`config.mk`:
```
export PLATFORM = sky130hd
export DESIGN_NAME = piecewise_linear_sensor_calibrator
export DESIGN_NICKNAME = d
export VERILOG_FILES = /design/src/rtl/plsc_pkg.sv /design/src/rtl/plsc_regs.sv /design/src/rtl/plsc_serdiv.sv /design/src/rtl/plsc_sermul.sv /design/src/rtl/piecewise_linear_sensor_calibrator.sv
export SDC_FILE = /design/constraint.sdc
export NUM_CORES = 2
export LEC_CHECK = 0
export BUFFER_PORTS_ARGS = -buffer_cell sky130_fd_sc_hd__buf_2
export CAP_MARGIN = 0
export CORE_ASPECT_RATIO = 0.8
export CORE_UTILIZATION = 55
export DETAILED_ROUTE_END_ITERATION = 12
export PLACE_DENSITY = 0.71
export SYNTH_ARGS = -nofsm -noshare
export SYNTH_HDL_FRONTEND = slang
export SYNTH_HIERARCHICAL = 1
export SYNTH_SLANG_ARGS = --single-unit
```
`constraint.sdc`:
```
create_clock -name clk_i -period 9.1 [get_ports clk_i]
set_clock_uncertainty 0.15 [all_clocks]
set_input_delay 0.91 -clock clk_i [delete_from_list [all_inputs] [get_ports clk_i]]
set_output_delay 0.91 -clock clk_i [all_outputs]
set_load 0.03 [all_outputs]
```
`src/rtl/plsc_pkg.sv`:
```
// ----------------------------------------------------------------------------
// plsc_pkg
// Shared types, codes and widths of the piecewise-linear sensor calibrator.
// ----------------------------------------------------------------------------
package plsc_pkg;

  localparam int unsigned TABLE_DEPTH = 64;   // default calibration table depth
  localparam int unsigned RAW_W       = 16;   // raw reading width
  localparam int unsigned VAL_W       = 15;   // table entry / grid step width
  localparam int unsigned RES_W       = 17;   // calibrated value width
  localparam int unsigned DIV_W       = 30;   // serial divider dividend width
  localparam int unsigned LEN_W       = $clog2(DIV_W + 1);
  localparam int unsigned ADDR_W      = 5;    // register file byte address width

  typedef enum logic {
    OP_CALIBRATE = 1'b0,
    OP_WRITE     = 1'b1
  } op_e;

  typedef enum logic [1:0] {
    STRAT_NONE    = 2'd0,
    STRAT_OFFSET  = 2'd1,
    STRAT_TABLE   = 2'd2,
    STRAT_UNKNOWN = 2'd3
  } strategy_e;

  typedef enum logic [2:0] {
    REG_STRATEGY     = 3'd0,
    REG_OFFSET       = 3'd1,
    REG_GRID_START   = 3'd2,
    REG_GRID_END     = 3'd3,
    REG_GRID_STEP    = 3'd4,
    REG_INVALID_CODE = 3'd5
  } reg_idx_e;

  typedef struct packed {
    op_e                       operation;
    logic signed [RAW_W-1:0]   raw_reading;
    logic        [5:0]         entry_index;
    logic        [VAL_W-1:0]   entry_value;
  } in_req_t;

  typedef struct packed {
    logic signed [RES_W-1:0]   calibrated_value;
    logic                      valid_res;
  } out_rsp_t;

  typedef struct packed {
    strategy_e                 strategy;
    logic signed [RAW_W-1:0]   offset;
    logic signed [RAW_W-1:0]   grid_start;
    logic signed [RAW_W-1:0]   grid_end;
    logic        [VAL_W-1:0]   grid_step;
    logic signed [RAW_W-1:0]   invalid_code;
  } cfg_t;

endpackage

```
`src/rtl/plsc_regs.sv`:
```
// ----------------------------------------------------------------------------
// plsc_regs
// APB-style configuration registers of the calibrator.
// ----------------------------------------------------------------------------
module plsc_regs (
  input  logic                          clk_i,
  input  logic                          rst_ni,
  input  logic                          psel,
  input  logic                          penable,
  input  logic                          pwrite,
  input  logic [plsc_pkg::ADDR_W-1:0]   paddr,
  input  logic [31:0]                   pwdata,
  output logic [31:0]                   prdata,
  output logic                          pready,
  output plsc_pkg::cfg_t                cfg_o
);

  plsc_pkg::cfg_t     cfg_q;
  plsc_pkg::reg_idx_e idx;
  logic               wr_en;

  assign idx    = plsc_pkg::reg_idx_e'(paddr[plsc_pkg::ADDR_W-1:2]);
  assign wr_en  = psel & penable & pwrite;
  assign pready = 1'b1;
  assign cfg_o  = cfg_q;

  always_ff @(posedge clk_i or negedge rst_ni) begin
    if (!rst_ni) begin
      cfg_q.strategy     <= plsc_pkg::STRAT_NONE;
      cfg_q.offset       <= 16'sd0;
      cfg_q.grid_start   <= 16'sd0;
      cfg_q.grid_end     <= 16'sd63;
      cfg_q.grid_step    <= 15'd1;
      cfg_q.invalid_code <= 16'sh8000;
    end else if (wr_en) begin
      case (idx)
        plsc_pkg::REG_STRATEGY:     cfg_q.strategy     <= plsc_pkg::strategy_e'(pwdata[1:0]);
        plsc_pkg::REG_OFFSET:       cfg_q.offset       <= pwdata[15:0];
        plsc_pkg::REG_GRID_START:   cfg_q.grid_start   <= pwdata[15:0];
        plsc_pkg::REG_GRID_END:     cfg_q.grid_end     <= pwdata[15:0];
        plsc_pkg::REG_GRID_STEP:    cfg_q.grid_step    <= pwdata[14:0];
        plsc_pkg::REG_INVALID_CODE: cfg_q.invalid_code <= pwdata[15:0];
        default: ;
      endcase
    end
  end

  // Sign-extend the signed registers on readback.
  always_comb begin
    case (idx)
      plsc_pkg::REG_STRATEGY:     prdata = {30'd0, cfg_q.strategy};
      plsc_pkg::REG_OFFSET:       prdata = {{16{cfg_q.offset[15]}}, cfg_q.offset};
      plsc_pkg::REG_GRID_START:   prdata = {{16{cfg_q.grid_start[15]}}, cfg_q.grid_start};
      plsc_pkg::REG_GRID_END:     prdata = {{16{cfg_q.grid_end[15]}}, cfg_q.grid_end};
      plsc_pkg::REG_GRID_STEP:    prdata = {17'd0, cfg_q.grid_step};
      plsc_pkg::REG_INVALID_CODE: prdata = {{16{cfg_q.invalid_code[15]}}, cfg_q.invalid_code};
      default:                    prdata = 32'd0;
    endcase
  end

endmodule

```
`src/rtl/plsc_serdiv.sv`:
```
// ----------------------------------------------------------------------------
// plsc_serdiv
// Bit-serial restoring divider, one quotient bit per cycle.
// ----------------------------------------------------------------------------
module plsc_serdiv (
  input  logic                          clk_i,
  input  logic                          rst_ni,
  input  logic                          start_i,
  input  logic [plsc_pkg::DIV_W-1:0]    dividend_i,  // left-aligned
  input  logic [plsc_pkg::VAL_W-1:0]    divisor_i,
  input  logic [plsc_pkg::LEN_W-1:0]    len_i,       // quotient bits to produce
  output logic                          done_o,
  output logic [plsc_pkg::DIV_W-1:0]    quot_o,
  output logic [plsc_pkg::VAL_W-1:0]    rem_o
);

  localparam int unsigned DW = plsc_pkg::DIV_W;
  localparam int unsigned VW = plsc_pkg::VAL_W;

  logic                           busy_q, done_q;
  logic [plsc_pkg::LEN_W-1:0]     cnt_q;
  logic [DW-1:0]                  num_q, quot_q;
  logic [VW-1:0]                  rem_q, dsr_q;
  logic [VW:0]                    trial, diff;
  logic                           fits;

  // Bring down the next dividend bit and try the subtraction.
  assign trial = {rem_q, num_q[DW-1]};
  assign diff  = trial - {1'b0, dsr_q};
  assign fits  = trial >= {1'b0, dsr_q};

  assign done_o = done_q;
  assign quot_o = quot_q;
  assign rem_o  = rem_q;

  always_ff @(posedge clk_i or negedge rst_ni) begin
    if (!rst_ni) begin
      busy_q <= 1'b0;
      done_q <= 1'b0;
      cnt_q  <= '0;
    end else begin
      done_q <= 1'b0;
      if (start_i) begin
        busy_q <= 1'b1;
        cnt_q  <= len_i;
      end else if (busy_q) begin
        cnt_q <= cnt_q - 1'b1;
        if (cnt_q == plsc_pkg::LEN_W'(1)) begin
          busy_q <= 1'b0;
          done_q <= 1'b1;
        end
      end
    end
  end

  always_ff @(posedge clk_i) begin
    if (start_i) begin
      num_q  <= dividend_i;
      dsr_q  <= divisor_i;
      quot_q <= '0;
      rem_q  <= '0;
    end else if (busy_q) begin
      num_q  <= {num_q[DW-2:0], 1'b0};
      quot_q <= {quot_q[DW-2:0], fits};
      rem_q  <= fits ? diff[VW-1:0] : trial[VW-1:0];
    end
  end

endmodule

```
`src/rtl/plsc_sermul.sv`:
```
// ----------------------------------------------------------------------------
// plsc_sermul
// Bit-serial shift-add multiplier, one multiplier bit per cycle, MSB first.
// ----------------------------------------------------------------------------
module plsc_sermul (
  input  logic                          clk_i,
  input  logic                          rst_ni,
  input  logic                          start_i,
  input  logic [plsc_pkg::VAL_W-1:0]    mcand_i,
  input  logic [plsc_pkg::VAL_W-1:0]    mplier_i,
  output logic                          done_o,
  output logic [plsc_pkg::DIV_W-1:0]    prod_o
);

  localparam int unsigned VW = plsc_pkg::VAL_W;
  localparam int unsigned PW = plsc_pkg::DIV_W;

  logic                           busy_q, done_q;
  logic [plsc_pkg::LEN_W-1:0]     cnt_q;
  logic [VW-1:0]                  mcand_q, mplier_q;
  logic [PW-1:0]                  acc_q;
  logic [PW-1:0]                  addend;

  assign addend = mplier_q[VW-1] ? PW'(mcand_q) : '0;
  assign done_o = done_q;
  assign prod_o = acc_q;

  always_ff @(posedge clk_i or negedge rst_ni) begin
    if (!rst_ni) begin
      busy_q <= 1'b0;
      done_q <= 1'b0;
      cnt_q  <= '0;
    end else begin
      done_q <= 1'b0;
      if (start_i) begin
        busy_q <= 1'b1;
        cnt_q  <= plsc_pkg::LEN_W'(VW);
      end else if (busy_q) begin
        cnt_q <= cnt_q - 1'b1;
        if (cnt_q == plsc_pkg::LEN_W'(1)) begin
          busy_q <= 1'b0;
          done_q <= 1'b1;
        end
      end
    end
  end

  always_ff @(posedge clk_i) begin
    if (start_i) begin
      mcand_q  <= mcand_i;
      mplier_q <= mplier_i;
      acc_q    <= '0;
    end else if (busy_q) begin
      acc_q    <= {acc_q[PW-2:0], 1'b0} + addend;
      mplier_q <= {mplier_q[VW-2:0], 1'b0};
    end
  end

endmodule

```
`src/rtl/piecewise_linear_sensor_calibrator.sv`:
```
// ----------------------------------------------------------------------------
// piecewise_linear_sensor_calibrator
// Calibrates raw readings by pass-through, offset or table interpolation.
// ----------------------------------------------------------------------------
// Sequence: pass-through and offset results go from the checks to the
//   output; table lookups run a serial 16-bit index divide, and when
//   interpolating also a 15-bit multiply and a 30-bit divide, 1 bit/cycle.
// Throughput: one request at a time; the next is taken once the result moves
//   to the output register. Table writes leave the sequencer idle.
// Reset: clear control state and restore register defaults; keep the table.
// ----------------------------------------------------------------------------
module piecewise_linear_sensor_calibrator #(
  parameter int unsigned TableDepth = plsc_pkg::TABLE_DEPTH
) (
  input  logic                          clk_i,
  input  logic                          rst_ni,
  // Request channel
  input  logic                          in_valid_i,
  output logic                          in_stall_o,
  input  plsc_pkg::in_req_t             in_req_i,
  // Result channel
  output logic                          out_valid_o,
  input  logic                          out_stall_i,
  output plsc_pkg::out_rsp_t            out_rsp_o,
  // Configuration port
  input  logic                          psel,
  input  logic                          penable,
  input  logic                          pwrite,
  input  logic [plsc_pkg::ADDR_W-1:0]   paddr,
  input  logic [31:0]                   pwdata,
  output logic [31:0]                   prdata,
  output logic                          pready
);

  localparam int unsigned IdxW  = $clog2(TableDepth);
  localparam int unsigned DepW  = $clog2(TableDepth + 1);
  localparam int unsigned ProdW = plsc_pkg::VAL_W + DepW;
  localparam int unsigned RawW  = plsc_pkg::RAW_W;
  localparam int unsigned ValW  = plsc_pkg::VAL_W;
  localparam int unsigned ResW  = plsc_pkg::RES_W;
  localparam int unsigned DivW  = plsc_pkg::DIV_W;

  // Sequencer states, one-hot.
  typedef enum logic [8:0] {
    ST_IDLE   = 9'b000000001,
    ST_CHECK  = 9'b000000010,  // range checks, simple strategies
    ST_DIV_K  = 9'b000000100,  // grid index and remainder
    ST_RD_LO  = 9'b000001000,  // read lower entry
    ST_RD_HI  = 9'b000010000,  // lower entry back, read upper entry
    ST_GET_HI = 9'b000100000,  // upper entry back, start multiply
    ST_MUL    = 9'b001000000,
    ST_DIV_F  = 9'b010000000,  // scale the slope term by the step
    ST_EMIT   = 9'b100000000
  } state_e;

  state_e                    state_q, state_d;
  plsc_pkg::cfg_t            cfg;

  // Request and working registers
  logic signed [RawW-1:0]    x_q;
  logic [RawW-1:0]           d_q;
  logic [IdxW-1:0]           k_q;
  logic [ValW-1:0]           rem_q;
  logic [ValW-1:0]           lo_q;
  logic                      neg_q;
  logic signed [ResW-1:0]    res_q;
  logic                      ok_q;

  // Output register
  logic                      out_valid_q;
  plsc_pkg::out_rsp_t        out_rsp_q;

  // Table memory, one write and one registered read port
  logic [ValW-1:0]           mem [TableDepth];
  logic [ValW-1:0]           rd_data_q;
  logic [IdxW-1:0]           rd_addr;
  logic                      mem_we;

  // Serial arithmetic
  logic                          div_start, div_done;
  logic [DivW-1:0]               div_dividend, div_quot;
  logic [plsc_pkg::LEN_W-1:0]    div_len;
  logic [ValW-1:0]               div_rem;
  logic                          mul_start, mul_done;
  logic [ValW-1:0]               mul_mcand;
  logic [DivW-1:0]               mul_prod;

  // Combinational helpers
  logic                      accept, out_free;
  logic signed [ResW-1:0]    x17, inv17, off17, start17, end17, span17;
  logic [ResW-1:0]           span_u;
  logic [ProdW-1:0]          depth_span;
  logic signed [ResW-1:0]    diff17;
  logic [RawW-1:0]           d_next;
  logic [ResW:0]             next_pt;
  logic [RawW-1:0]           hl_diff;
  logic [ValW-1:0]           hl_mag;
  logic                      in_grid;
  logic                      load_res, res_ok;
  logic signed [ResW-1:0]    res_val;

  plsc_regs u_regs (
    .clk_i   (clk_i),
    .rst_ni  (rst_ni),
    .psel    (psel),
    .penable (penable),
    .pwrite  (pwrite),
    .paddr   (paddr),
    .pwdata  (pwdata),
    .prdata  (prdata),
    .pready  (pready),
    .cfg_o   (cfg)
  );

  plsc_serdiv u_div (
    .clk_i      (clk_i),
    .rst_ni     (rst_ni),
    .start_i    (div_start),
    .dividend_i (div_dividend),
    .divisor_i  (cfg.grid_step),
    .len_i      (div_len),
    .done_o     (div_done),
    .quot_o     (div_quot),
    .rem_o      (div_rem)
  );

  plsc_sermul u_mul (
    .clk_i    (clk_i),
    .rst_ni   (rst_ni),
    .start_i  (mul_start),
    .mcand_i  (mul_mcand),
    .mplier_i (rem_q),
    .done_o   (mul_done),
    .prod_o   (mul_prod)
  );

  // Take a request only while the sequencer is idle; a waiting result sits
  // in the output register and does not block the next request.
  assign in_stall_o = (state_q != ST_IDLE);
  assign accept     = in_valid_i & ~in_stall_o;
  assign out_free   = ~out_valid_q | ~out_stall_i;

  assign out_valid_o = out_valid_q;
  assign out_rsp_o   = out_rsp_q;

  // Table writes go straight to memory; indexes past the depth are dropped.
  assign mem_we = accept && (in_req_i.operation == plsc_pkg::OP_WRITE)
                  && (32'(in_req_i.entry_index) < TableDepth);

  always_ff @(posedge clk_i) begin
    if (mem_we) begin
      mem[IdxW'(in_req_i.entry_index)] <= in_req_i.entry_value;
    end
    rd_data_q <= mem[rd_addr];
  end

  // Grid geometry, widened to 17 bits so the span cannot overflow.
  assign x17     = {x_q[RawW-1], x_q};
  assign inv17   = {cfg.invalid_code[RawW-1], cfg.invalid_code};
  assign off17   = {cfg.offset[RawW-1], cfg.offset};
  assign start17 = {cfg.grid_start[RawW-1], cfg.grid_start};
  assign end17   = {cfg.grid_end[RawW-1], cfg.grid_end};
  assign span17  = end17 - start17;
  assign span_u  = span17;
  assign diff17  = x17 - start17;
  assign d_next  = diff17[RawW-1:0];

  // The grid holds more points than the table when span >= depth * step.
  assign depth_span = ProdW'(TableDepth) * ProdW'(cfg.grid_step);

  assign in_grid = (cfg.grid_step != '0)
                   && (x_q <= cfg.grid_end) && (x_q >= cfg.grid_start)
                   && (32'(span_u) < 32'(depth_span));

  // Offset from the grid start of the next grid point above the reading.
  assign next_pt = (ResW+1)'(d_q) - (ResW+1)'(div_rem) + (ResW+1)'(cfg.grid_step);

  // Slope numerator: |hi - lo| with its sign kept apart.
  assign hl_diff = {1'b0, rd_data_q} - {1'b0, lo_q};
  assign hl_mag  = hl_diff[RawW-1] ? ValW'(-hl_diff) : hl_diff[ValW-1:0];

  always_comb begin
    state_d      = state_q;
    load_res     = 1'b0;
    res_ok       = 1'b0;
    res_val      = '0;
    div_start    = 1'b0;
    div_dividend = {d_next, {(DivW-RawW){1'b0}}};
    div_len      = plsc_pkg::LEN_W'(RawW);
    mul_start    = 1'b0;
    mul_mcand    = hl_mag;
    rd_addr      = k_q;

    case (state_q)
      ST_IDLE: begin
        if (accept && (in_req_i.operation == plsc_pkg::OP_CALIBRATE)) begin
          state_d = ST_CHECK;
        end
      end

      ST_CHECK: begin
        if (x_q == cfg.invalid_code) begin
          load_res = 1'b1;
          state_d  = ST_EMIT;
        end else begin
          case (cfg.strategy)
            plsc_pkg::STRAT_NONE: begin
              load_res = 1'b1;
              res_ok   = 1'b1;
              res_val  = x17;
              state_d  = ST_EMIT;
            end
            plsc_pkg::STRAT_OFFSET: begin
              load_res = 1'b1;
              res_ok   = 1'b1;
              res_val  = x17 + off17;
              state_d  = ST_EMIT;
            end
            plsc_pkg::STRAT_TABLE: begin
              if (in_grid) begin
                div_start = 1'b1;
                state_d   = ST_DIV_K;
              end else begin
                load_res = 1'b1;
                state_d  = ST_EMIT;
              end
            end
            default: begin
              load_res = 1'b1;
              state_d  = ST_EMIT;
            end
          endcase
        end
      end

      ST_DIV_K: begin
        if (div_done) begin
          // Between grid points with no point above inside the grid: invalid.
          if ((div_rem != '0) && (next_pt > (ResW+1)'(span_u))) begin
            load_res = 1'b1;
            state_d  = ST_EMIT;
          end else begin
            state_d = ST_RD_LO;
          end
        end
      end

      ST_RD_LO: begin
        state_d = ST_RD_HI;
      end

      ST_RD_HI: begin
        rd_addr = k_q + 1'b1;
        if (rem_q == '0) begin
          load_res = 1'b1;
          res_ok   = 1'b1;
          res_val  = ResW'(rd_data_q);
          state_d  = ST_EMIT;
        end else begin
          state_d = ST_GET_HI;
        end
      end

      ST_GET_HI: begin
        mul_start = 1'b1;
        state_d   = ST_MUL;
      end

      ST_MUL: begin
        div_dividend = mul_prod;
        div_len      = plsc_pkg::LEN_W'(DivW);
        if (mul_done) begin
          div_start = 1'b1;
          state_d   = ST_DIV_F;
        end
      end

      ST_DIV_F: begin
        if (div_done) begin
          load_res = 1'b1;
          res_ok   = 1'b1;
          res_val  = neg_q ? (ResW'(lo_q) - ResW'(div_quot[ValW-1:0]))
                           : (ResW'(lo_q) + ResW'(div_quot[ValW-1:0]));
          state_d  = ST_EMIT;
        end
      end

      ST_EMIT: begin
        if (out_free) begin
          state_d = ST_IDLE;
        end
      end

      default: begin
        state_d = ST_IDLE;
      end
    endcase
  end

  always_ff @(posedge clk_i or negedge rst_ni) begin
    if (!rst_ni) begin
      state_q     <= ST_IDLE;
      out_valid_q <= 1'b0;
    end else begin
      state_q <= state_d;
      if ((state_q == ST_EMIT) && out_free) begin
        out_valid_q <= 1'b1;
      end else if (~out_stall_i) begin
        out_valid_q <= 1'b0;
      end
    end
  end

  // Working registers and result payload
  always_ff @(posedge clk_i) begin
    if (accept) begin
      x_q <= in_req_i.raw_reading;
    end
    if (div_start && (state_q == ST_CHECK)) begin
      d_q <= d_next;
    end
    if ((state_q == ST_DIV_K) && div_done) begin
      k_q   <= div_quot[IdxW-1:0];
      rem_q <= div_rem;
    end
    if (state_q == ST_RD_HI) begin
      lo_q <= rd_data_q;
    end
    if (state_q == ST_GET_HI) begin
      neg_q <= hl_diff[RawW-1];
    end
    // A result equal to the sentinel is reported invalid.
    if (load_res) begin
      ok_q  <= res_ok && (res_val != inv17);
      res_q <= (res_ok && (res_val != inv17)) ? res_val : '0;
    end
    if ((state_q == ST_EMIT) && out_free) begin
      out_rsp_q.calibrated_value <= res_q;
      out_rsp_q.valid_res        <= ok_q;
    end
  end

endmodule

```
==> impl_metrics.toml <==
[status]
outcome = "completed"

[pwr]
power_mw = 15.6
power_density_mw_per_mm2 = 230
total_leakage_power_nw = 23.8
vdd_drop_max_mv = 0.158

[drt]
post-route-drc-count = 0
drtIter0Drc = 4602
wl_mm = 160
num_vias = 36000
wire_per_inst_um = 28.5
ant_nets = 0
drt_first_pass_iters = 6
avgViaCountPerCell = 6.38

[global_route]
antenna_found_initial = 23
grt_usage_pct = 28.7
grt_overflow = 0
first_global_vias = 34300
grt_pass1_wl_mm = 233
grt_max_degree = 106

[clocking]
clock_path_buffers = 3
insertion_delay_ns = 0.77
clkSinkCount = 1320
holdBufCountCts = 0
clockRootBuffer = "clkbuf_16"
post-cts-setup-buffer-count = 0
cts_tree = "yes"
htreeDepth = 4
clk_pin_slew_ns = 0.07
cts_resized = 0
cts_buffers = 131

[floorplan]
die_x_um = 375
die_area_sq_mm = 0.113
start_util_pct = 55.5
die-height_um = 301
ios = 135
core_area_sq_mm = 0.110
num_rows = 109

[timing]
max_freq_mhz = 148
whs_ns = 0.0575
slew_viol_final = 0
relSlewSlack_pct = 11.2
worstMarginPinSlew_ns = 1.33
period_needed_ns = 6.74
fin_setup_tns_ns = 0
setup_viol = 0
grt_setup_unrepaired = "false"
finalCritPeriodShare_pct = 74.1
report.final.hold_viol_count = 0

[layout]
fin_nets = 4383
area_growth_pct = 11.0
instances_no_fill = 5639
drive_gt1_share_pct = 22.4

[job]
maxCapViolations = 0

[place]
place_congestion = 0.951
dp.cells = 5398
io_buffers = 115
place_hpwl_mm = 106

[logic_synthesis]
yosys_warnings = 6
synth_fp_nets = 4201
synth_area_sq_mm = 0.0613
syn_inst = 3906
syn_area_per_cell_sq_um = 15.7

[critical_path]
cp-start-kind = "flip-flop"
arrival_ns = 7.01
path_cells = "inv_1 > ha_1 > nor2b_1 > o21ai_0 > a21boi_0 > o21ai_0 > a21oi_1 > a211oi_1 > nor3_1 > a41o_1 > mux2_2 > a2111o_1 > ha_1 > a21oi_1 > nor2b_1 > o21ai_0 > o21ai_0 > nor3_1 > nand2_1 > nor4bb_4 > a21o_4 > nor2_1 > inv_1 > buf_4"
criticalPathCategory = "flip-flop to flip-flop"
crit_fanout = 49
slowest_delay_ns = 0.54
cp_slowest_cell = "a21o_4"
worstPathRequired_ns = 9.37
crit_path_end_kind = "flip-flop"
crit_top_cell = "o21ai_0"

[min_path]
min_path_type = "input pin to async pin"
## sequential cells by signal, indices dropped and copies added, names as in the netlist, 16 cells and up
name	count
d_q	16
mem	960
out_rsp_o	18
res_q	17
u_div/num_q	30
u_mul/prod_o	30
u_regs/cfg_o	81
x_q	16
## critical path: cells and delay by family, from the launching register on
kind                       cells  cell delay, ns
DFF                            1            0.43
and+or+nand+nor                7            1.68
AOI/OAI and AO/OA             11            2.46
adders and majority gates      2            0.58
muxes                          1            0.35
buffers and inverters          3            0.68
## final cells by class
class                           count  area [sq um]
Tap cell                         1443          1810
Antenna cell                        2          5.00
Sequential cell                  1320         38400
Multi-Input combinational cell   2231         21500
Inverter                          187           702
Clock buffer                      167          3580
Fill cell                        8020         42400
Clock inverter                     72           698
Timing Repair Buffer              217          1380
## through the flow
stage | util (%) | cell area, sq um | setup slack, ns
final | 61.6 | 68100 | 2.36
after global routing | 61.6 | 68100 | 1.92
after CTS | 61.6 | 68100 | 2.44
after detailed placement | 57.8 | 63800 | 2.49
after global placement | 57.8 | 63800 | 2.64
after floorplan | - | 61300 | 1.64
## power breakdown
part           switching [mW]  total (mW)  internal, mW
combinational            1.91        3.12          1.21
clock                    2.38        5.38          3.00
sequential              0.301        7.15          6.84
total                    4.59        15.6          11.1
## path summary, 6_finish.rpt
check | start | to | slack [ns] | cells after the start
worst max-delay path | u_regs/cfg_o[48]$_DFFE_PN0P_ | u_div/num_q[7]$_DFFE_PP_ | 2.36 | 24
worst min-delay path | rst_ni | u_regs/cfg_o[49]$_DFFE_PN0P_ | 0.06 | 1
worst max register to register | u_regs/cfg_o[48]$_DFFE_PN0P_ | u_div/num_q[7]$_DFFE_PP_ | 2.36 | 24
worst min register to register | res_q[4]$_SDFFCE_PN0P_ | out_rsp_o[5]$_DFFE_PP_ | 0.28 | 0
max in group asynchronous | rst_ni | u_regs/cfg_o[20]$_DFFE_PN0P_ | 7.49 | 2
min in group clk_i | in_req_i[25] | x_q[4]$_DFFE_PP_ | 0.17 | 1
## layout by cell type (no fill, tap or decap), types with 10 or more instances in the layout
| master | instances |
|---|---|
| mux2i_1 | 71 |
| o21ai_0 | 91 |
| buf_2 | 114 |
| a32oi_1 | 10 |
| xor2_1 | 49 |
| mux4_2 | 315 |
| clkinv_1 | 16 |
| a211oi_1 | 30 |
| clkbuf_1 | 24 |
| xnor2_1 | 95 |
| dfxtp_1 | 75 |
| mux2_1 | 12 |
| nor2_1 | 237 |
| nand3_1 | 49 |
| mux2_2 | 133 |
| and2_1 | 44 |
| ha_1 | 203 |
| a21o_1 | 63 |
| nor3_1 | 60 |
| a21boi_0 | 12 |
| clkinv_2 | 24 |
| clkbuf_16 | 135 |
| nand2b_1 | 37 |
| and3_1 | 18 |
| a21oi_1 | 113 |
| inv_1 | 187 |
| or3_1 | 23 |
| nor4_1 | 21 |
| fa_1 | 10 |
| nand4_1 | 31 |
| o211ai_1 | 22 |
| o21a_1 | 25 |
| a31oi_1 | 19 |
| nand2_1 | 137 |
| o22ai_1 | 18 |
| nor2b_1 | 41 |
| dfrtp_1 | 96 |
| buf_4 | 100 |
| edfxtp_1 | 1140 |
## per-layer routing
| layer | part of all wire [%] | vias up | global-route usage, % |
|---|---|---|---|
| met3 | 14 | 210 | 11.0 |
| met4 | 1.9 | 10 | 6.91 |
| li1 | - | 15700 | - |
| met1 | 43 | 18200 | 43.3 |
| met2 | 42 | 1891 | 39.1 |
| met5 | 0.039 | - | 0 |
No activity file was read; power rests on OpenSTA's default activity.
